<file path="src/design/qspe_pkg.sv">
`timescale 1ns / 1ps
`default_nettype none
package qspe_pkg;

	localparam int MAX_SEGMENTS_DEF = 64;
	localparam int FRAC_BITS_DEF    = 16;
	localparam int CW               = 48;   // coefficient width, units of 2^-17
	localparam int ACCW             = 60;   // Horner accumulator width

	localparam logic [1:0] MODE_ADD   = 2'd0;
	localparam logic [1:0] MODE_EVAL  = 2'd1;
	localparam logic [1:0] MODE_CLEAR = 2'd2;

	localparam logic [1:0] ST_OK    = 2'd0;
	localparam logic [1:0] ST_EMPTY = 2'd1;
	localparam logic [1:0] ST_FULL  = 2'd2;

	typedef enum logic [1:0] {
		OP_ADD   = 2'd0,
		OP_EVAL  = 2'd1,
		OP_CLEAR = 2'd2,
		OP_NOP   = 2'd3
	} op_t;

	typedef struct packed {
		op_t                op;
		logic signed [31:0] pos_x;
		logic signed [31:0] pos_y;
		logic signed [31:0] vel_x;
		logic signed [31:0] vel_y;
		logic signed [31:0] acc_x;
		logic signed [31:0] acc_y;
		logic        [23:0] param_u;
		logic        [2:0]  order;
	} item_t;

	// i!/(i-k)! for derivative order k and term i
	function automatic logic [6:0] deriv_scale(input logic [2:0] k, input logic [2:0] i);
		logic [6:0] s;
		s = 7'd0;
		unique case (k)
			3'd0: s = 7'd1;
			3'd1: s = (i >= 3'd1) ? 7'(i) : 7'd0;
			3'd2: unique case (i)
				3'd2: s = 7'd2;
				3'd3: s = 7'd6;
				3'd4: s = 7'd12;
				3'd5: s = 7'd20;
				default: s = 7'd0;
			endcase
			3'd3: unique case (i)
				3'd3: s = 7'd6;
				3'd4: s = 7'd24;
				3'd5: s = 7'd60;
				default: s = 7'd0;
			endcase
			3'd4: unique case (i)
				3'd4: s = 7'd24;
				3'd5: s = 7'd120;
				default: s = 7'd0;
			endcase
			default: s = 7'd0;
		endcase
		return s;
	endfunction

endpackage
`default_nettype wire

</file>
<file path="src/design/qspe_front.sv">
`timescale 1ns / 1ps
`default_nettype none
module qspe_front (
	input  wire logic                 clk,
	input  wire logic                 arst_n,
	input  wire logic                 push,
	output logic                      full,
	input  wire logic [1:0]           mode,
	input  wire logic signed [31:0]   pos_x,
	input  wire logic signed [31:0]   pos_y,
	input  wire logic signed [31:0]   vel_x,
	input  wire logic signed [31:0]   vel_y,
	input  wire logic signed [31:0]   acc_x,
	input  wire logic signed [31:0]   acc_y,
	input  wire logic [23:0]          param_u,
	input  wire logic [2:0]           order,
	output logic                      q_valid,
	output qspe_pkg::item_t           q_item,
	input  wire logic                 q_take
);

	qspe_pkg::item_t ent_q [2];
	logic            wr_ptr_q, rd_ptr_q;
	logic [1:0]      cnt_q;
	qspe_pkg::item_t in_item;
	logic            do_wr, do_rd;

	always_comb begin
		in_item = '0;
		unique case (mode)
			qspe_pkg::MODE_ADD:   in_item.op = qspe_pkg::OP_ADD;
			qspe_pkg::MODE_EVAL:  in_item.op = qspe_pkg::OP_EVAL;
			qspe_pkg::MODE_CLEAR: in_item.op = qspe_pkg::OP_CLEAR;
			default:              in_item.op = qspe_pkg::OP_NOP;
		endcase
		in_item.pos_x   = pos_x;
		in_item.pos_y   = pos_y;
		in_item.vel_x   = vel_x;
		in_item.vel_y   = vel_y;
		in_item.acc_x   = acc_x;
		in_item.acc_y   = acc_y;
		in_item.param_u = param_u;
		in_item.order   = order;
	end

	assign full    = (cnt_q == 2'd2);
	assign q_valid = (cnt_q != 2'd0);
	assign q_item  = ent_q[rd_ptr_q];
	assign do_wr   = push && !full;
	assign do_rd   = q_take && q_valid;

	always_ff @(posedge clk) begin
		if (do_wr) begin
			ent_q[wr_ptr_q] <= in_item;
		end
	end

	always_ff @(posedge clk or negedge arst_n) begin
		if (!arst_n) begin
			wr_ptr_q <= 1'b0;
			rd_ptr_q <= 1'b0;
			cnt_q    <= 2'd0;
		end else begin
			if (do_wr) wr_ptr_q <= !wr_ptr_q;
			if (do_rd) rd_ptr_q <= !rd_ptr_q;
			cnt_q <= cnt_q + 2'(do_wr) - 2'(do_rd);
		end
	end

endmodule
`default_nettype wire

</file>
<file path="config.mk">
export PLATFORM = sky130hd
export DESIGN_NAME = qspe_front
export DESIGN_NICKNAME = d
export VERILOG_FILES = /design/src/design/qspe_pkg.sv /design/src/design/qspe_front.sv
export SDC_FILE = /design/constraint.sdc
export NUM_CORES = 1
export LEC_CHECK = 0
export ABC_AREA = 1
export BUFFER_PORTS_ARGS = -buffer_cell sky130_fd_sc_hd__buf_2
export CAP_MARGIN = 30
export CORE_MARGIN = 1
export CORE_UTILIZATION = 30
export DETAILED_ROUTE_END_ITERATION = 8
export SLEW_MARGIN = 30
export SYNTH_ARGS = -nofsm -noshare
export SYNTH_HDL_FRONTEND = slang
export SYNTH_SLANG_ARGS = --single-unit
</file>
<file path="constraint.sdc">
create_clock -name clk -period 14.04 [get_ports clk]
set_input_delay 0.702 -clock clk [delete_from_list [all_inputs] [get_ports clk]]
set_output_delay 0.702 -clock clk [all_outputs]
set_load 0.05 [all_outputs]
</file>
==> impl_metrics.ini, run 1 <==
[run_status]
status = completed

[final_layout]
final_common_cell = nand2_1
drive_gt1_frac = 0.313
fillers = 5155
fin_nets = 1873
synthToLayoutAreaGrowth_pct = 26.9
mostFrequentLayoutCells = 676 x nand2_1, 447 x buf_2, 442 x edfxtp_1
seq_area_mm2 = 0.0134
multiInputGateArea_mm2 = 0.00259

[global_route]
grt.total_usage = 0.131
grt_pass1_vias = 9880
grt_pass1_wl_um = 56300
grt_max_degree = 151
overflow = 0
antenna_found_initial = 8

[worst_setup_path]
required_ps = 13340
start_kind = flip-flop
cp_top_family = buffers and inverters
critPathKind = flip-flop to primary output
crit_path_cell_trace = inv_6 > buf_4 > nand2_1 > nand2_1 > buf_2
cp_slowest_cell = dfrtp_4
crit_arrival_ps = 3090
endpoint_kind = primary output
cp_max_fo = 70
path_common_cell = nand2_1
cp.buffers_inverters = 3
crit_path_max_incr_delay_ps = 720

[sta]
fin_crit_ps = 3790
grt_setup_unrepaired = no
fmax_ghz = 0.264
setup_violations = 0
tightest_slew_ps = 964
drv_slew = 0
fin_crit_sh = 0.270
finalHoldViolations = 0
tns_ps = 0
relSlewSlack = 0.357
fin_skew_ps = 11.9
whs_ps = 327

[drt]
drt_iter0_drc = 460
routed_wirelength_um = 37700
post_drt_wl_per_cell_um = 15.8
drc_errors = 0
vias = 10083
drtAntennaViolNets = 0
viasPerCell = 4.24
dr.pass1.iters = 4

[clock_tree]
insertion_delay_ps = 560
cts_buffers = 48
cts.path.max_buffers = 3
post_cts_buffers = 0
cts_sinks = 446
cts_tree = yes
cts_max_level = 2
clkSlewWorstSetupHoldPaths_ps = 60
cts-root-buf = clkbuf_16

[logic_synthesis]
synthCells = 1189
syn_nets = 1416
synth_compound_area_frac = 0
yosys.area_share.simple = 0.156
avgSynthCellArea_um2 = 13.8
synthDistinctLibCells = 12
yosys_warnings = 0
synthAdderAreaFrac = 0.00153
synth_seq_area_share = 0.817
synth_seq_cells = 446
synth_xor_area_frac = 0
synthMuxAreaShare = 0
synth_top_family_by_area = simple AND/OR/NAND/NOR gates
synth_area_mm2 = 0.0164

[placement]
dp_hpwl_um = 23900
numPortBuffers = 447
gp_congestion = 0.753

[worst_hold_path]
worstHoldPathType = input pin to flip-flop

[floorplan]
dieArea_mm2 = 0.0555
die-width_um = 236
row_count = 85
core-area_mm2 = 0.0539
ios = 448
initial_utilization = 0.304
die_y_um = 236

[power_and_ir_drop]
p_leak_nw = 8.82
vdd_drop_max_uv = 146
power_density_mw_per_mm2 = 263

[job]
drv_cap = 0
-- per-stage QoR --
step	setup WS (ps)	cells	power, mW	instance area (um2)	utilization
after global routing	9980	2376	5.73	20800	0.385
after floorplan	3290	1189	3.83	16400	-
final	10250	2379	5.47	20800	0.385
after global placement	10610	2289	4.30	19200	0.356
after detailed placement	10590	2289	4.31	19200	0.356
after CTS	9940	2374	5.54	20700	0.384
-- layer usage --
layer,global-route usage,vias to the layer above,part of all wire
met3,0.0516,68,0.091
met2,0.218,346,0.48
met4,0.0438,10,0.024
met1,0.154,4732,0.40
met5,0,-,0.0018
li1,-,4927,-
-- cells in the mapped netlist (all sizes together) --
master	instances	area share
nand3	3	0.00092
nand2	676	0.15
dfrtp	4	0.0061
inv	10	0.0024
ha	2	0.0015
edfxtp	442	0.81
nor2	1	0.00023
buf	46	0.022
clkbuf	5	0.0011
-- cell families (layout without fill, tap and decap cells) --
group / Yosys count / in the layout
other: 0 / 3
DFF: 446 / 446
and+or+nand+nor: 680 / 680
adders and majority gates: 2 / 2
buffers and inverters: 61 / 552
-- cell type report --
cell class                      instances  share of cell area
Antenna cell                            3            0.000361
Multi-Input combinational cell        682               0.125
Timing Repair Buffer                  458               0.115
Inverter                               10             0.00241
Sequential cell                       446               0.644
Tap cell                              696              0.0419
Clock buffer                           63              0.0625
Clock inverter                         21             0.00981
-- path summary, 6_finish.rpt --
check                      cells past startpoint  startpoint  slack [ps]      endpoint
hold / removal                                 1    order[0]         330   ent_q[0][0]
min in group asynchronous                      2      arst_n         540      wr_ptr_q
setup / recovery                               5    rd_ptr_q       10250    q_item[45]
hold reg to reg                                2    wr_ptr_q         480      wr_ptr_q
max in group asynchronous                      2      arst_n       13320      rd_ptr_q
setup reg to reg                               7    cnt_q[0]       11410  ent_q[1][74]
-- power by group --
group | switching [mW] | internal (mW)
registers | 0.0848 | 1.82
clock network | 0.491 | 0.720
logic | 1.94 | 0.426
-- state kept, by name, summed over array words and instances, names as in the netlist --
name	count
ent_q	442
cnt_q	2
wr_ptr_q	1
rd_ptr_q	1
-- what timing repair did --
action                                 in CTS  in global routing
endpoints found under the hold margin       4                  0
hold buffers                                1                  0
gates resized for setup                     0                  0
Note: power is estimated with default switching activity, not from simulation.
==> inputs of run 2 (changes only) <==
- clock period: 14.04 -> 3.7 ns (I/O delays scaled with it)
==> impl_metrics.ini, run 2 (same netlist as run 1, synthesis figures left out) <==
[worst_setup_path]
cp_slowest_cell = buf_4
ff2ff_path_depth = 5
start_kind = flip-flop
cp_top_family = buffers and inverters
crit_cells = 5
cp_max_fo = 111
cp.buffers_inverters = 3
endpoint_kind = primary output
crit_path_cell_trace = buf_12 > buf_4 > nand2_1 > nand2_1 > buf_2
path_common_cell = nand2_1
crit_path_max_incr_delay_ps = 570
critPathKind = flip-flop to primary output
required_ps = 3510
crit_arrival_ps = 2630

[sta]
relSlewSlack = 0.490
whs_ps = 346
finalHoldViolations = 0
drv_slew = 0
fin_crit_ps = 2820
fin_crit_sh = 0.762
grt_setup_unrepaired = no
setup_violations = 0
tightest_slew_ps = 765
setup_slack_ps = 881
fin_skew_ps = 14.2
fmax_ghz = 0.355

[floorplan]
die-width_um = 236
core-area_mm2 = 0.0539
row_count = 85
initial_utilization = 0.304
die_y_um = 236
ios = 448
dieArea_mm2 = 0.0555

[final_layout]
fillers = 4912
stdcell_area_mm2 = 0.0232
largest_reg_flops = 442
seq_area_mm2 = 0.0134
synthToLayoutAreaGrowth_pct = 41.4
multiInputGateArea_mm2 = 0.00260
top_regs = ent_q: 442 flops, cnt_q: 2 flops
final_common_cell = nand2_1
mostFrequentLayoutCells = 674 x nand2_1, 447 x buf_2, 442 x edfxtp_1
top_register = ent_q
fin_nets = 2120
drive_gt1_frac = 0.285
antenna_cells = 0
finalNonFillerCells = 2622

[drt]
drtAntennaViolNets = 0
drt-met1-wl_um = 16500
drc_errors = 0
vias = 11154
drt_iter0_drc = 492
post_drt_wl_per_cell_um = 15.3
routed_wirelength_um = 40200
routed.top_layer = met4
dr.pass1.iters = 4
viasPerCell = 4.25
wl_met2_um = 19500
met3WireLength_um = 3010

[global_route]
grt.total_usage = 0.142
grt_pass1_vias = 11676
grt_max_degree = 112
overflow = 0
antenna_found_initial = 1
grt_pass1_wl_um = 62300

[worst_hold_path]
hold-path-cell-count = 2
worstHoldPathType = input pin to flip-flop

[clock_tree]
cts_max_level = 2
insertion_delay_ps = 550
cts-root-buf = clkbuf_16
cts_tree = yes
clkSlewWorstSetupHoldPaths_ps = 60
cts_sinks = 446
post_cts_buffers = 0
post_cts_resize_count = 0
hold_buffers = 225
cts.path.max_buffers = 3
cts_buffers = 47

[placement]
pre_cts_ws_ps = 1420
dpl-instance-area_mm2 = 0.0195
numPortBuffers = 447
dp_hpwl_um = 25500
placedCellCount = 2315
gp_congestion = 0.782

[power_and_ir_drop]
switching_power_mw = 9.67
netSwitchingFraction = 0.461
vdd_drop_max_uv = 593
power_density_mw_per_mm2 = 905
p_leak_nw = 9.84
internal-power_mw = 11.3
combPwrFrac = 0.453
seqPwrFrac = 0.340
clkPwrFrac = 0.206

[run_status]
status = completed

[job]
drv_cap = 0
[run 2: cell count changes in the layout (fill, tap and decap cells not counted), moves of 2 or more]
cell and change:
clkbuf_8 -2, buf_6 -3, nand2_2 +2, diode_2 -3, bufinv_16 -2, buf_4 +20, clkbuf_16 -2, dlygate4sd3_1 +224
buf_16 -2, buf_12 +9, clkinv_4 +2, clkbuf_1 +2, nand2_1 -2
[run 2: metrics by stage]
step	utilization	total power, mW	TNS, ps
4_1_cts	0.429	21.2	0
3_5_place_dp	0.362	16.6	0
3_3_place_gp	0.361	16.6	0
2_1_floorplan	-	14.3	-248400
5_1_grt	0.429	22.0	0
6_report	0.429	21.0	0
[run 2: area by class of cell]
cell class              instances  area share
multi-input cells             682       0.112
inverters                      10     0.00200
repair buffers                706       0.210
flip-flops and latches        446       0.578
clock inverters                21     0.00697
well taps                     696      0.0376
clock buffers                  61      0.0531
[run 2: routing by layer]
metal  GRT usage  vias up
li1            -     5420
met1       0.167     5275
met2       0.242      379
met3      0.0451       80
met4      0.0570        0
met5           0        -
[run 2: worst reg2reg max path: cells and delay by family (launching register included)]
family                 cells  cell delay, ps
buffers and inverters      2             600
AND/OR/NAND/NOR            3             680
flip-flops                 1             410
[run 2: final timing paths]
path,from,end,slack (ps)
max,rd_ptr_q,q_item[38],880
min,pos_y[24],ent_q[0][179],350
max reg2reg,cnt_q[1],ent_q[1][75],1630
min reg2reg,wr_ptr_q,wr_ptr_q,480
max in group asynchronous,arst_n,rd_ptr_q,2940
min in group asynchronous,arst_n,wr_ptr_q,560
[run 2: power by group through the flow]
stage | Clock, mW | Sequential [mW] | Combinational (mW)
3_5_place_dp | 0 | 7.24 | 9.39
2_1_floorplan | 0 | 7.32 | 7.03
5_1_grt | 4.63 | 7.23 | 10.1
6_report | 4.32 | 7.13 | 9.50
3_3_place_gp | 0 | 7.21 | 9.34
4_1_cts | 4.46 | 7.14 | 9.61
==> inputs of run 3 (changes only) <==
- clock period: 3.7 -> 2.6 ns (I/O delays scaled with it)
==> impl_metrics.ini, run 3 (same netlist as run 1, synthesis figures left out) <==
[run_status]
status = completed

[clock_tree]
post_cts_resize_count = 0
hold_buffers = 225
cts.path.max_buffers = 3
cts_max_level = 2
cts_tree = yes
clkSlewWorstSetupHoldPaths_ps = 60
cts_buffers = 46
post_cts_buffers = 0
cts-root-buf = clkbuf_16
cts_sinks = 446
insertion_delay_ps = 560

[final_layout]
top_register = ent_q
multiInputGateArea_mm2 = 0.00260
stdcell_area_mm2 = 0.0233
top_regs = ent_q: 442 flops, cnt_q: 2 flops
mostFrequentLayoutCells = 674 x nand2_1, 447 x buf_2, 442 x edfxtp_1
final_common_cell = nand2_1
fillers = 4826
finalNonFillerCells = 2620
seq_area_mm2 = 0.0134
fin_nets = 2120
synthToLayoutAreaGrowth_pct = 42.5
drive_gt1_frac = 0.288
largest_reg_flops = 442
fin_util = 0.433

[worst_setup_path]
ff2ff_path_depth = 6
r2r-start = cnt_q[0]
rr_endpoint = ent_q[0][119]
start_kind = flip-flop
crit_arrival_ps = 2160
reg2reg_slack_ps = 830
required_ps = 2470
endpoint_kind = primary output
critPathKind = flip-flop to primary output
cp_max_fo = 129

[sta]
finalHoldViolations = 0
drv_slew = 0
fin_skew_ps = 20.3
fin_crit_ps = 2290
relSlewSlack = 0.550
grt_setup_unrepaired = no
tightest_slew_ps = 675
setup_violations = 0
setup_slack_ps = 309
fin_crit_sh = 0.881
fmax_ghz = 0.437

[job]
drv_cap = 0

[global_route]
grt_pass1_wl_um = 62600
grt.total_usage = 0.142
grt_max_degree = 130
grt_pass1_vias = 11503
overflow = 0
antenna_found_initial = 2

[placement]
placedCellCount = 2316
pre_cts_ws_ps = 856
gp_congestion = 0.794
dp_hpwl_um = 25500
dpl-instance-area_mm2 = 0.0196
numPortBuffers = 447

[floorplan]
ios = 448
row_count = 85
initial_utilization = 0.304
die_y_um = 236
dieArea_mm2 = 0.0555
die-width_um = 236
core-area_mm2 = 0.0539

[worst_hold_path]
worstHoldPathType = input pin to flip-flop
min_to = ent_q[1][22]
hold-path-cell-count = 2
hp-start = param_u[19]

[drt]
drtAntennaViolNets = 0
post_drt_wl_per_cell_um = 15.3
drt_iter0_drc = 522
vias = 11235
dr.pass1.iters = 4
drc_errors = 0
viasPerCell = 4.29
routed_wirelength_um = 40200

[power_and_ir_drop]
power_density_mw_per_mm2 = 1300
p_leak_nw = 9.92
p_total_mw = 30.4
vdd_drop_max_uv = 1220
## run 3: changes by cell type in the layout (fill, tap and decap cells not counted), sizes merged
| cell | change |
|---|---|
| clkbuf | -7 |
| clkinv | -2 |
| bufinv | +4 |
| buf | +1 |
| diode | +1 |
| clkinvlp | +1 |
## run 3: worst max path at each step
stage | startpoint | endpoint | slack, ps | cells past startpoint
finish | rd_ptr_q | q_item[117] | 310 | 4
global route | rd_ptr_q | q_item[98] | 190 | 6
CTS | rd_ptr_q | q_item[117] | 280 | 5
detailed placement | cnt_q[0] | ent_q[0][91] | 860 | 6
global placement | cnt_q[0] | ent_q[0][92] | 890 | 6
floorplan | cnt_q[0] | ent_q[0][0] | -1670 | 4
## run 3: critical path, stage by stage (launching register included)
cell	delay (ps)
dfrtp_4	470
buf_12	410
nand2_1	110
nand2_1	160
buf_2	280
## run 3: area by class of cell
class                      count  share of cell area
antenna                        1            0.000107
clock buffer                  54              0.0515
clock inverter                24              0.0121
inverter                      10             0.00198
multi-input combinational    682               0.111
sequential                   446               0.573
tap                          696              0.0373
timing repair buffer         707               0.213
## run 3: report_power, final
part	switching, mW	internal [mW]	leakage (nW)
clock	2.62	3.89	0.720
combinational	10.8	2.90	5.04
sequential	0.368	9.79	4.16
## run 3: layer usage
metal | share of wire | GRT usage
met4 | 0.028 | 0.0483
met2 | 0.48 | 0.240
met1 | 0.41 | 0.170
met3 | 0.075 | 0.0474
met5 | 0.00032 | 0
## run 3: stage by stage
stage / TNS [ps] / hold WS [ps]
after floorplan: -734600 / -166
after global placement: 0 / -58.6
after detailed placement: 0 / -55.4
after CTS: 0 / 240
after global routing: 0 / 264
final: 0 / 292
